### src/hw/rtl/stm_pkg.sv
// types and constants of the signature trie matcher
// used by the interfaces, controller, datapath and top level
package stm_pkg;

  localparam int NODES     = 256;
  localparam int SYMBOLS   = 257;
  localparam int TYPES     = 16;
  localparam int MAX_LEN   = 64;
  localparam int NODE_W    = $clog2(NODES);
  localparam int FREE_W    = $clog2(NODES + 1);
  localparam int ADDR_W    = $clog2(NODES * SYMBOLS);
  localparam int POS_W     = $clog2(MAX_LEN + 1);
  localparam int SYM_W     = 9;
  localparam int TYPE_W    = 4;
  localparam int STATUS_W  = 2;
  localparam int CNT_W     = 9;
  localparam int CNT_MAX   = 511;
  localparam int WILDCARD  = 256;

  typedef enum logic {
    OP_INSERT   = 1'b0,
    OP_CLASSIFY = 1'b1
  } op_t;

  typedef enum logic [STATUS_W-1:0] {
    ST_CLASSIFIED = 2'd0,
    ST_NEW        = 2'd1,
    ST_OVERWRITE  = 2'd2,
    ST_FULL       = 2'd3
  } status_t;

  typedef struct packed {
    logic capture;
    logic clr;
    logic rd_lit;
    logic rd_wc;
    logic rd_type;
    logic ins_upd;
    logic set_full;
    logic cls_miss;
    logic cls_hit;
    logic emit;
  } cmd_t;

  typedef struct packed {
    logic op;
    logic last;
    logic stopped;
    logic can_walk;
    logic child_zero;
    logic clr_done;
    logic out_free;
  } stat_t;

endpackage

### src/hw/rtl/stm_ctrl.sv
// controller state machine of the matcher
// depends on stm_pkg; drives commands into stm_dp
module stm_ctrl (
  input  logic            clk,
  input  logic            rst_n,
  input  logic            in_valid,
  output logic            in_ready,
  input  stm_pkg::stat_t  st,
  output stm_pkg::cmd_t   cmd
);

  typedef enum logic [6:0] {
    S_CLR  = 7'b0000001,
    S_IDLE = 7'b0000010,
    S_LOOK = 7'b0000100,
    S_CHK  = 7'b0001000,
    S_CHK2 = 7'b0010000,
    S_TYPE = 7'b0100000,
    S_OUT  = 7'b1000000
  } state_t;

  state_t state_r, state_nxt, done_st;

  always_ff @(posedge clk) begin
    if (!rst_n) begin
      state_r <= S_CLR;
    end else begin
      state_r <= state_nxt;
    end
  end

  always_comb begin
    done_st   = st.last ? S_OUT : S_IDLE;
    state_nxt = state_r;
    cmd       = '0;
    in_ready  = 1'b0;
    case (state_r)
      S_CLR: begin
        cmd.clr = 1'b1;
        if (st.clr_done) state_nxt = S_IDLE;
      end
      S_IDLE: begin
        in_ready = 1'b1;
        if (in_valid) begin
          cmd.capture = 1'b1;
          state_nxt   = S_LOOK;
        end
      end
      S_LOOK: begin
        if (st.op == stm_pkg::OP_INSERT) begin
          if (st.stopped) begin
            cmd.set_full = st.last;
            state_nxt    = done_st;
          end else begin
            cmd.rd_lit = 1'b1;
            state_nxt  = S_CHK;
          end
        end else if (st.stopped || !st.can_walk) begin
          state_nxt = done_st;
        end else begin
          cmd.rd_lit = 1'b1;
          state_nxt  = S_CHK;
        end
      end
      S_CHK: begin
        if (st.op == stm_pkg::OP_INSERT) begin
          cmd.ins_upd = 1'b1;
          state_nxt   = done_st;
        end else if (st.child_zero) begin
          // literal child missing, try the wildcard child
          cmd.rd_wc = 1'b1;
          state_nxt = S_CHK2;
        end else begin
          cmd.rd_type = 1'b1;
          state_nxt   = S_TYPE;
        end
      end
      S_CHK2: begin
        if (st.child_zero) begin
          cmd.cls_miss = 1'b1;
          state_nxt    = done_st;
        end else begin
          cmd.rd_type = 1'b1;
          state_nxt   = S_TYPE;
        end
      end
      S_TYPE: begin
        cmd.cls_hit = 1'b1;
        state_nxt   = done_st;
      end
      S_OUT: begin
        if (st.out_free) begin
          cmd.emit  = 1'b1;
          state_nxt = S_IDLE;
        end
      end
      default: begin
        state_nxt = S_CLR;
      end
    endcase
  end

endmodule

### config.mk
export PLATFORM = sky130hd
export DESIGN_NAME = stm_ctrl
export DESIGN_NICKNAME = d
export VERILOG_FILES = /design/src/hw/rtl/stm_pkg.sv /design/src/hw/rtl/stm_ctrl.sv
export SDC_FILE = /design/constraint.sdc
export NUM_CORES = 1
export LEC_CHECK = 0
export ABC_AREA = 1
export BUFFER_PORTS_ARGS = -buffer_cell sky130_fd_sc_hd__buf_2
export CAP_MARGIN = 20
export CORE_MARGIN = 2
export CORE_UTILIZATION = 40
export CTS_BUF_LIST = sky130_fd_sc_hd__clkbuf_4 sky130_fd_sc_hd__clkbuf_8
export DETAILED_ROUTE_END_ITERATION = 10
export MAX_ROUTING_LAYER = met4
export PLACE_DENSITY_LB_ADDON = 0.3
export SLEW_MARGIN = 10
export SYNTH_ARGS = -nofsm -noshare
export SYNTH_HDL_FRONTEND = slang
export SYNTH_SLANG_ARGS = --single-unit
export TNS_END_PERCENT = 5
### constraint.sdc
create_clock -name clk -period 2.45 [get_ports clk]
set_input_delay 0.245 -clock clk [delete_from_list [all_inputs] [get_ports clk]]
set_output_delay 0.245 -clock clk [all_outputs]
set_load 0.01 [all_outputs]
==> summary.txt, run 1 <==
Outcome
  – Status: finished, final reports clean

Synthesis
  – Ys async rst share: 0%
  – Library cells used by synthesis: 21
  – Area contributors post-synth: dfxtp_1 (21%), nand2_1 (11%), nand3_1 (9.1%)
  – Synthesis-stage register bit count: 7
  – EDFF count, synth: 0
  – Syn Nets: 120
  – Primary FF master, synth: dfxtp_1
  – Sequential share of the synthesized area: 21.29%
  – Synthesized area: 658.1 um^2
  – Largest area contributor in the synthesized netlist: dfxtp_1
  – Share of the synthesized area in the top cell type: a little over a fifth
  – Post-Syn Instances: 110
  – YS warnings: 0
  – Post-synthesis area per instance: 5.983 um^2

Layout
  – Multi-input gate area: 417.9 um^2
  – Final Core Density: 52.38%
  – Top Registers: state_r (7)
  – Antenna fix cells: 0
  – Max FFs per register: 7
  – Most common cell after layout, fill and taps aside: buf_2
  – Layout area overhead: 21.29%
  – Top reg by flops: state_r
  – Final net count: 143
  – # fillers: 164
  – Reg area: ~140 um^2
  – Layout cells sized above 1: 40.15%
  – Commonest cells after routing, fill and taps aside: buf_2 (20), nand2_1 (19), inv_1 (15)

Power and ir drop
  – Total Power: 425.5 uW
  – Power Density: 533.0 nW/um^2
  – Maximum VDD drop: between 0.3 and 0.4 mV
  – LEAKAGE: 0.4603 nW

Placed design
  – Port bufs: 20
  – GPL Wtd Cong: about 0.86
  – Dpl hpwl: 1.262 mm

STA
  – Final Max Slew Viols: 0
  – Count of final hold-check violations: 0
  – Final period utilization: 66.92%
  – # setup viols final: 0
  – RSZ-0062 raised after global routing: false
  – Max Clock Freq: approximately 610 MHz
  – Fin crit period: ~1600 ps
  – Max_slew headroom: a little over four fifths
  – Clock skew: between 2 and 2.5 ps
  – Setup TNS: 0 ps
  – Worst Tran Pin Value: 234.8 ps

Floorplanning
  – IO Pins: 21
  – CORE AREA: 1524 um^2
  – Die span in y: 44.56 um
  – Row cnt: 14
  – Initial Util: 43.19%
  – Horiz. Die Dim: roughly 45 um
  – Die ar.: between 1500 and 2000 um^2

Global routing
  – Largest net degree at the start of global routing: 10
  – GRT Residual Overflow: 0
  – Total GRT Usage: around 18%
  – Vias in the first global route: between 500 and 600
  – Initial antenna violation count: 0
  – First-pass GRT wire length: 2.484 mm

Flow run
  – Max-Cap Viols: 0

Drt
  – Routed length per instance: 10.41 um
  – DRC viols: 0
  – Router iterations before antenna repair: 4
  – Initial drt markers: 16
  – Routed WL: about 1.5 mm
  – Via density: 4.818
  – DRT antenna net count: 0
  – DR vias: approximately 710

Clocking
  – CTS Buffer Depth: 2
  – Post-CTS sizing: 0
  – Clock transition at the registers of the reported paths: around 50 ps
  – Clock root buffer master: clkbuf_4
  – Clock Latency Late Sink: roughly 250 ps
  – Sink Count: 7
  – TritonCTS clock tree: built
  – Htree depth: 1
  – Total CTS buffers: 3
  – Setup bufs post-CTS: 0
  – Hold buffers post-CTS: 0

Worst setup path
  – CP cell instances: inv_2, nand2_2, nor2_4, nand2_2, inv_2, nand2_1, nor2_1, buf_2
  – Slowest CP cell: dfxtp_1
  – Crit path max fanout: 5
  – Crit Path Class: register to primary output
  – CP delay by family, top: simple AND/OR/NAND/NOR gates
  – Buffers plus inverters on the worst setup path: 3
  – WP data arrival: around 1400 ps
  – Critical Path Source Type: register
  – Worst Path Required: 2200 ps
  – Critical Path Sink Type: primary output
  – Max incr delay on CP: 350 ps

Worst hold path
  – Hold crit path type: input pin to register
==> per-stage QoR <==
stage	cells	hold WS, ps	cell area (um^2)	setup WS [ps]
finish	148	218.5	798.3	810.4
detailed placement	144	469.6	768.2	1075
floorplan	110	329.2	658.1	1207
CTS	148	203.8	798.3	789.0
global route	148	221.2	798.3	671.2
global placement	144	467.9	768.2	1112
==> worst min-delay path, stage by stage <==
cell and delay (ps):
buf_2 110, nand2_1 50, inv_1 40
==> cell type report <==
type | count | area share [%]
Timing Repair Buffer | 20 | 12.54
Multi-Input combinational cell | 77 | 52.35
Inverter | 24 | 11.29
Clock buffer | 4 | 3.762
Tap cell | 16 | 2.508
Sequential cell | 7 | 17.55
==> report_power, final <==
group	internal (mW)	switching [mW]	total, mW	leakage (nW)
clock	0.0732	0.0423	0.115	0.0184
sequential	0.124	0.00947	0.134	0.0569
combinational	0.0675	0.109	0.176	0.385
total	0.265	0.160	0.426	0.460
==> metal layers <==
layer / global-route usage (%) / routed length (um) / up-vias
met4: 3.636 / 0 / 0
met5: - / 0 / -
met2: 30.43 / 793 / 16
li1: - / - / 385
met1: 19.61 / 670 / 312
met3: 6.122 / 77 / 0
==> cells in the mapped netlist, types with 2 or more instances <==
master / n
a21oi_1: 2
dfxtp_1: 7
inv_1: 15
inv_2: 9
nand2_1: 19
nand2_2: 7
nand3_1: 12
nand3_2: 2
nor2_1: 13
nor2_2: 4
nor2_4: 2
nor3_1: 7
nor3_2: 2
o21ai_0: 2
==> path summary, 6_finish.rpt <==
path	startpoint	to	slack [ps]	cells after the start
min reg2reg	state_r[1]	state_r[2]	650	4
min	rst_n	state_r[6]	220	3
max	state_r[5]	cmd[6]	810	8
max reg2reg	state_r[5]	state_r[1]	1210	10
==> cells by family (layout without fill, tap and decap cells) <==
| group | after synthesis | in the layout | synth area share [%] |
|---|---|---|---|
| compound gates | 6 | 6 | 5.133 |
| buf+inv | 26 | 48 | 15.21 |
| flops | 7 | 7 | 21.29 |
| simple gates | 71 | 71 | 58.37 |
(Power assumes the default switching activity.)
==> run 2, diff against run 1 <==
clock period = 1.4 ns   (was 2.45 ns; I/O delays follow)
==> summary.txt, run 2 (synthesis results as in run 1) <==
Outcome
  – Status: finished with violations
  – Violated checks: negative setup slack

Layout
  – Commonest cells after routing, fill and taps aside: buf_2 (20), nand2_1 (16), inv_1 (13)
  – Max FFs per register: 7 (unchanged)
  – Top reg by flops: state_r
  – # fillers: 153 (-6.7%)
  – Final net count: 149 (+4.2%)
  – Final Non-Filler Cells: 154 (+4.1%)
  – Top Registers: state_r (7)
  – Layout cells sized above 1: 54.35% (+14 points)
  – Layout area overhead: 40.49%
  – Antenna fix cells: 0 (unchanged)
  – Most common cell after layout, fill and taps aside: buf_2

Clocking
  – Clock root buffer master: clkbuf_4
  – Clock Latency Late Sink: 250 ps (about the same)
  – Htree depth: 1 (unchanged)
  – CTS Buffer Depth: 2 (unchanged)
  – TritonCTS clock tree: built
  – Clock transition at the registers of the reported paths: 50 ps (about the same)
  – Total CTS buffers: 3 (unchanged)
  – Sink Count: 7 (unchanged)

Worst setup path
  – Max incr delay on CP: 340 ps (about the same)
  – CP cell instances: inv_4, nand2_4, nor2_8, nand2_4, inv_2, nand2_1, nand2_1, buf_2
  – Critical Path Sink Type: primary output
  – Reg-to-Reg End: state_r[1]
  – Crit Path Class: register to primary output
  – CP delay by family, top: simple AND/OR/NAND/NOR gates
  – Worst Path Required: 1260 ps (-940 ps)
  – Worst reg2reg path startpoint: state_r[6]
  – WP data arrival: 1280 ps (-110 ps)
  – Critical Path Source Type: register
  – R2R depth: 11 (+1)
  – Crit path max fanout: 6 (+1)
  – Register-to-register setup slack: 130 ps (-1080 ps)
  – Buffers plus inverters on the worst setup path: 3 (unchanged)
  – Slowest CP cell: dfxtp_2

Global routing
  – Largest net degree at the start of global routing: 10 (unchanged)
  – Initial antenna violation count: 0 (unchanged)
  – Gr busiest metal: met2
  – Vias in the first global route: 664 (+11%)
  – Met3 Resource Use GR: 6.531% (+0.41 points)
  – First-pass GRT wire length: 2.677 mm (+7.8%)
  – Total GRT Usage: 19.10% (+1.4 points)
  – GRT Residual Overflow: 0 (unchanged)
  – M2 GR Usage: 32.75% (+2.3 points)
  – Met1 GRT Util: 19.90% (+0.29 points)

Drt
  – Initial drt markers: 20 (+4)
  – Routed WL: 1.673 mm (+8.6%)
  – DRT antenna net count: 0 (unchanged)
  – Routed length per instance: 10.86 um (+4.3%)
  – Via density: 4.987 (+3.5%)
  – Router iterations before antenna repair: 4 (unchanged)
  – DR vias: 768 (+7.7%)
  – DRC viols: 0 (unchanged)

Power and ir drop
  – LEAKAGE: 0.5038 nW (+9.4%)
  – Maximum VDD drop: 0.6105 mV (+79%)
  – Power Density: 867.1 nW/um^2 (+63%)

STA
  – Fin crit period: 1425 ps
  – Count of final hold-check violations: 0 (unchanged)
  – Max_slew headroom: 86.73% (+2.4 points)
  – # setup viols final: 4 (+4)
  – Final Max Slew Viols: 0 (unchanged)
  – Max Clock Freq: 701.8 MHz
  – Final worst slack: -24.86 ps (-835.3 ps)
  – Worst Tran Pin Value: 197.5 ps (-37.32 ps)
  – RSZ-0062 raised after global routing: true
  – Clock skew: 2.257 ps (+0.07816 ps)
  – Setup TNS: -72.08 ps (-72.08 ps)
  – Final period utilization: 101.8%
  – Hold_ws: 108.2 ps (-110.3 ps)

Worst hold path
  – Hold Path End: state_r[6]
  – Hold path cells: 3 (unchanged)
  – Hold Path Origin: rst_n
  – Hold crit path type: input pin to register

Floorplanning
  – Die span in y: 44.56 um (unchanged)
  – Die ar.: 1986 um^2 (unchanged)
  – Row cnt: 14 (unchanged)
  – IO Pins: 21 (unchanged)
  – Initial Util: 43.19% (unchanged)
  – Horiz. Die Dim: 44.56 um (unchanged)
  – CORE AREA: 1524 um^2 (unchanged)

Placed design
  – Port bufs: 20 (unchanged)
  – GPL Wtd Cong: 0.8641 (about the same)
  – Dpl hpwl: 1.262 mm (unchanged)
  – # placed instances: 144 (unchanged)
  – Place WS: 130.1 ps (-945.0 ps)

Flow run
  – Max-Cap Viols: 0 (unchanged)
run 2: cell count changes in the layout (fill, tap and decap cells not counted), moves of 3 or more:
cell and change:
dfxtp_1 -6, nand2_1 -3, buf_4 +6, nand2_4 +3, nand3_1 -3, nor2_4 +3
nand3_2 +3, dfxtp_2 +4
run 2: metal layers:
metal | routed length, um | share of wire (%) | vias to the layer above
met5 | 0 | 0 | -
met4 | 41 | 2.5 | 0
met3 | 105 | 6.3 | 7
met2 | 870 | 52 | 27
met1 | 655 | 39 | 335
li1 | - | - | 399
run 2: worst max-delay path by stage:
stage               slack, ps  cells past startpoint  endpoint       start
finish                    -20                      8    cmd[5]  state_r[1]
global route             -140                      8    cmd[6]  state_r[1]
CTS                       -50                      8    cmd[6]  state_r[1]
detailed placement        130                      6    cmd[3]  state_r[0]
global placement          170                      6    cmd[3]  state_r[0]
floorplan                 260                      5    cmd[3]  state_r[0]
run 2: what timing repair did:
item / 4_1_cts / 5_1_grt
resized for setup: 15 / 12
buffers inserted: 6 / 0
hold buffers: 0 / 0
pin swaps: 8 / 7
endpoints found under the setup margin: 7 / 11
run 2: metrics by stage:
step	util, %	area (um^2)	power (mW)
4_1_cts	58.37	889.6	0.7878
6_report	60.67	924.6	0.8017
2_1_floorplan	-	658.1	0.4780
3_5_place_dp	50.41	768.2	0.5479
5_1_grt	60.67	924.6	0.8581
3_3_place_gp	50.41	768.2	0.5419
run 2: power by group:
part / internal, mW / total [mW] / switching [mW]
Combinational: 0.131 / 0.343 / 0.212
Sequential: 0.222 / 0.255 / 0.0322
Clock: 0.128 / 0.205 / 0.0763
run 2: worst min-delay path: stages:
cell and delay (ps):
buf_2 100, nand2_1 50, inv_1 40
run 2: layout make-up:
cell class,count,area (um^2),area share [%]
clock buffer,4,30.03,3.248
inverter,24,95.09,10.28
multi-input combinational,77,481.7,52.10
sequential,7,152.6,16.51
tap,16,20.02,2.165
timing repair buffer,26,145.1,15.70
==> run 3, diff against run 2 <==
BUFFER_PORTS_ARGS = -buffer_cell sky130_fd_sc_hd__buf_4   (was -buffer_cell sky130_fd_sc_hd__buf_2)
==> summary.txt, run 3 (synthesis results as in run 1) <==
Power and ir drop
  – LEAKAGE: 0.5623 nW (+12%)
  – Maximum VDD drop: 0.4403 mV (-28%)
  – Combinational fraction of design power: 49.1% (+6.4 points)
  – Net Sw Frac: 37.47% (-2.5 points)
  – Cell-internal power: 548.8 uW (+14%)
  – Reg power frac: 27.7% (-4.1 points)
  – NetSw: 328.9 uW (+2.7%)
  – Total Power: 877.7 uW (+9.5%)
  – Clock power frac: 23.2% (-2.3 points)
  – Power Density: 831.1 nW/um^2 (-4.1%)

Layout
  – Most common cell after layout, fill and taps aside: buf_4
  – Top reg by flops: state_r
  – Final net count: 160 (+7.4%)
  – Commonest cells after routing, fill and taps aside: buf_4 (37), nand2_1 (15), inv_1 (14)
  – Final Core Density: 69.29% (+8.6 points)
  – Max FFs per register: 7 (unchanged)
  – Layout area overhead: 60.46%
  – Top Registers: state_r (7)
  – Antenna fix cells: 0 (unchanged)
  – # fillers: 136 (-11%)
  – Layout cells sized above 1: 58.39% (+4.0 points)

STA
  – Setup TNS: -109.6 ps (-37.47 ps)
  – Fin crit period: 1430 ps (+4.821 ps)
  – Count of final hold-check violations: 0 (unchanged)
  – Clock skew: 5.870 ps (+3.613 ps)
  – Max_slew headroom: 87.02% (+0.29 points)
  – RSZ-0062 raised after global routing: true
  – Worst Tran Pin Value: 193.2 ps (-4.304 ps)
  – # setup viols final: 6 (+2)
  – Max Clock Freq: 699.5 MHz (-0.34%)
  – Final worst slack: -29.68 ps (-4.821 ps)
  – Final Max Slew Viols: 0 (unchanged)
  – Final period utilization: 102.1% (+0.34 points)
  – Hold_ws: 96.10 ps (-12.13 ps)

Drt
  – Via density: 4.861 (-2.5%)
  – Router iterations before antenna repair: 4 (unchanged)
  – DRC viols: 0 (unchanged)
  – Routed WL: 1.871 mm (+12%)
  – Initial drt markers: 23 (+15%)
  – DRT antenna net count: 0 (unchanged)
  – Routed length per instance: 11.34 um (+4.4%)
  – DR vias: 802 (+4.4%)

Clocking
  – CTS Buffer Depth: 2 (unchanged)
  – Htree depth: 1 (unchanged)
  – Clock Latency Late Sink: 250 ps (about the same)
  – Clock transition at the registers of the reported paths: 50 ps (about the same)
  – Clock root buffer master: clkbuf_4
  – Total CTS buffers: 3 (unchanged)
  – Sink Count: 7 (unchanged)
  – TritonCTS clock tree: built

Worst setup path
  – Buffers plus inverters on the worst setup path: 3 (unchanged)
  – Worst Path Required: 1260 ps (about the same)
  – Max incr delay on CP: 330 ps (about the same)
  – Crit Path Class: register to primary output
  – WP data arrival: 1290 ps (about the same)
  – CP delay by family, top: simple AND/OR/NAND/NOR gates
  – Worst reg2reg path startpoint: state_r[2]
  – Critical Path Sink Type: primary output
  – Reg-to-Reg End: state_r[1]
  – CP cell instances: inv_2, nand2_4, nor2_8, nand2_2, inv_1, nand2_1, nand2_1, buf_4
  – CP most frequent cell: nand2_1
  – R2R depth: 11 (unchanged)
  – Register-to-register setup slack: 120 ps (about the same)
  – Critical Path Source Type: register
  – Crit path max fanout: 5 (-1)
  – Slowest CP cell: dfxtp_2

Floorplanning
  – Initial Util: 43.19% (unchanged)
  – Die ar.: 1986 um^2 (unchanged)
  – Horiz. Die Dim: 44.56 um (unchanged)
  – IO Pins: 21 (unchanged)
  – CORE AREA: 1524 um^2 (unchanged)
  – Row cnt: 14 (unchanged)
  – Die span in y: 44.56 um (unchanged)

Placed design
  – Port bufs: 20 (unchanged)
  – GPL Wtd Cong: 0.8716 (+0.87%)
  – Dpl hpwl: 1.290 mm (+2.2%)

Global routing
  – Total GRT Usage: 21.00% (+1.9 points)
  – Largest net degree at the start of global routing: 10 (unchanged)
  – Initial antenna violation count: 0 (unchanged)
  – First-pass GRT wire length: 2.918 mm (+9.0%)
  – Vias in the first global route: 729 (+9.8%)
  – GRT Residual Overflow: 0 (unchanged)

Worst hold path
  – Hold Path Origin: rst_n
  – Hold path cells: 2 (-1)
  – Hold Path End: state_r[0]
  – Hold crit path type: input pin to register

Outcome
  – Status: finished with violations
  – Violated checks: negative setup slack

Flow run
  – Max-Cap Viols: 0 (unchanged)
[run 3: timing repair]
item / 4_1_cts / 5_1_grt
hold buffers: 0 / 0
gates cloned: 0 / 0
endpoints found under the setup margin: 8 / 13
pin swaps: 11 / 4
resized for setup: 18 / 9
endpoints found under the hold margin: 0 / 0
buffers inserted: 16 / 1
[run 3: cell type report]
type                    instances  area [um^2]  share of cell area, %
repair buffers                 37        277.8                  26.30
inverters                      24        95.09                  9.005
flip-flops and latches          7        153.9                  14.57
clock buffers                   4        30.03                  2.844
well taps                      16        20.02                  1.896
multi-input cells              77        479.2                  45.38
[run 3: worst max-delay path by stage]
stage | from | endpoint | depth (start not counted)
global placement | state_r[1] | cmd[6] | 8
floorplan | state_r[0] | cmd[3] | 5
CTS | state_r[0] | cmd[6] | 8
global route | state_r[2] | cmd[5] | 8
detailed placement | state_r[1] | cmd[6] | 8
finish | state_r[1] | cmd[5] | 8
[run 3: routing by layer]
metal	global-route usage, %	part of all wire (%)	up-vias
li1	-	-	416
met1	21.62	38	361
met3	6.531	4.8	2
met4	4.848	0.48	0
met5	-	0	-
met2	38.26	56	23
[run 3: power groups by stage]
| stage | clock network (mW) | logic (mW) | registers (mW) |
|---|---|---|---|
| 2_1_floorplan | 0 | 0.242 | 0.236 |
| 3_3_place_gp | 0 | 0.319 | 0.238 |
| 3_5_place_dp | 0 | 0.322 | 0.239 |
| 4_1_cts | 0.210 | 0.403 | 0.242 |
| 5_1_grt | 0.219 | 0.470 | 0.245 |
| 6_report | 0.204 | 0.431 | 0.243 |
[run 3: through the flow]
| step | instances | instance area, um^2 | setup WS [ps] |
|---|---|---|---|
| global route | 165 | 1056 | -111.6 |
| CTS | 164 | 1021 | -38.70 |
| global placement | 144 | 818.3 | 153.9 |
| finish | 165 | 1056 | -29.68 |
| floorplan | 110 | 658.1 | 262.3 |
| detailed placement | 144 | 818.3 | 134.0 |
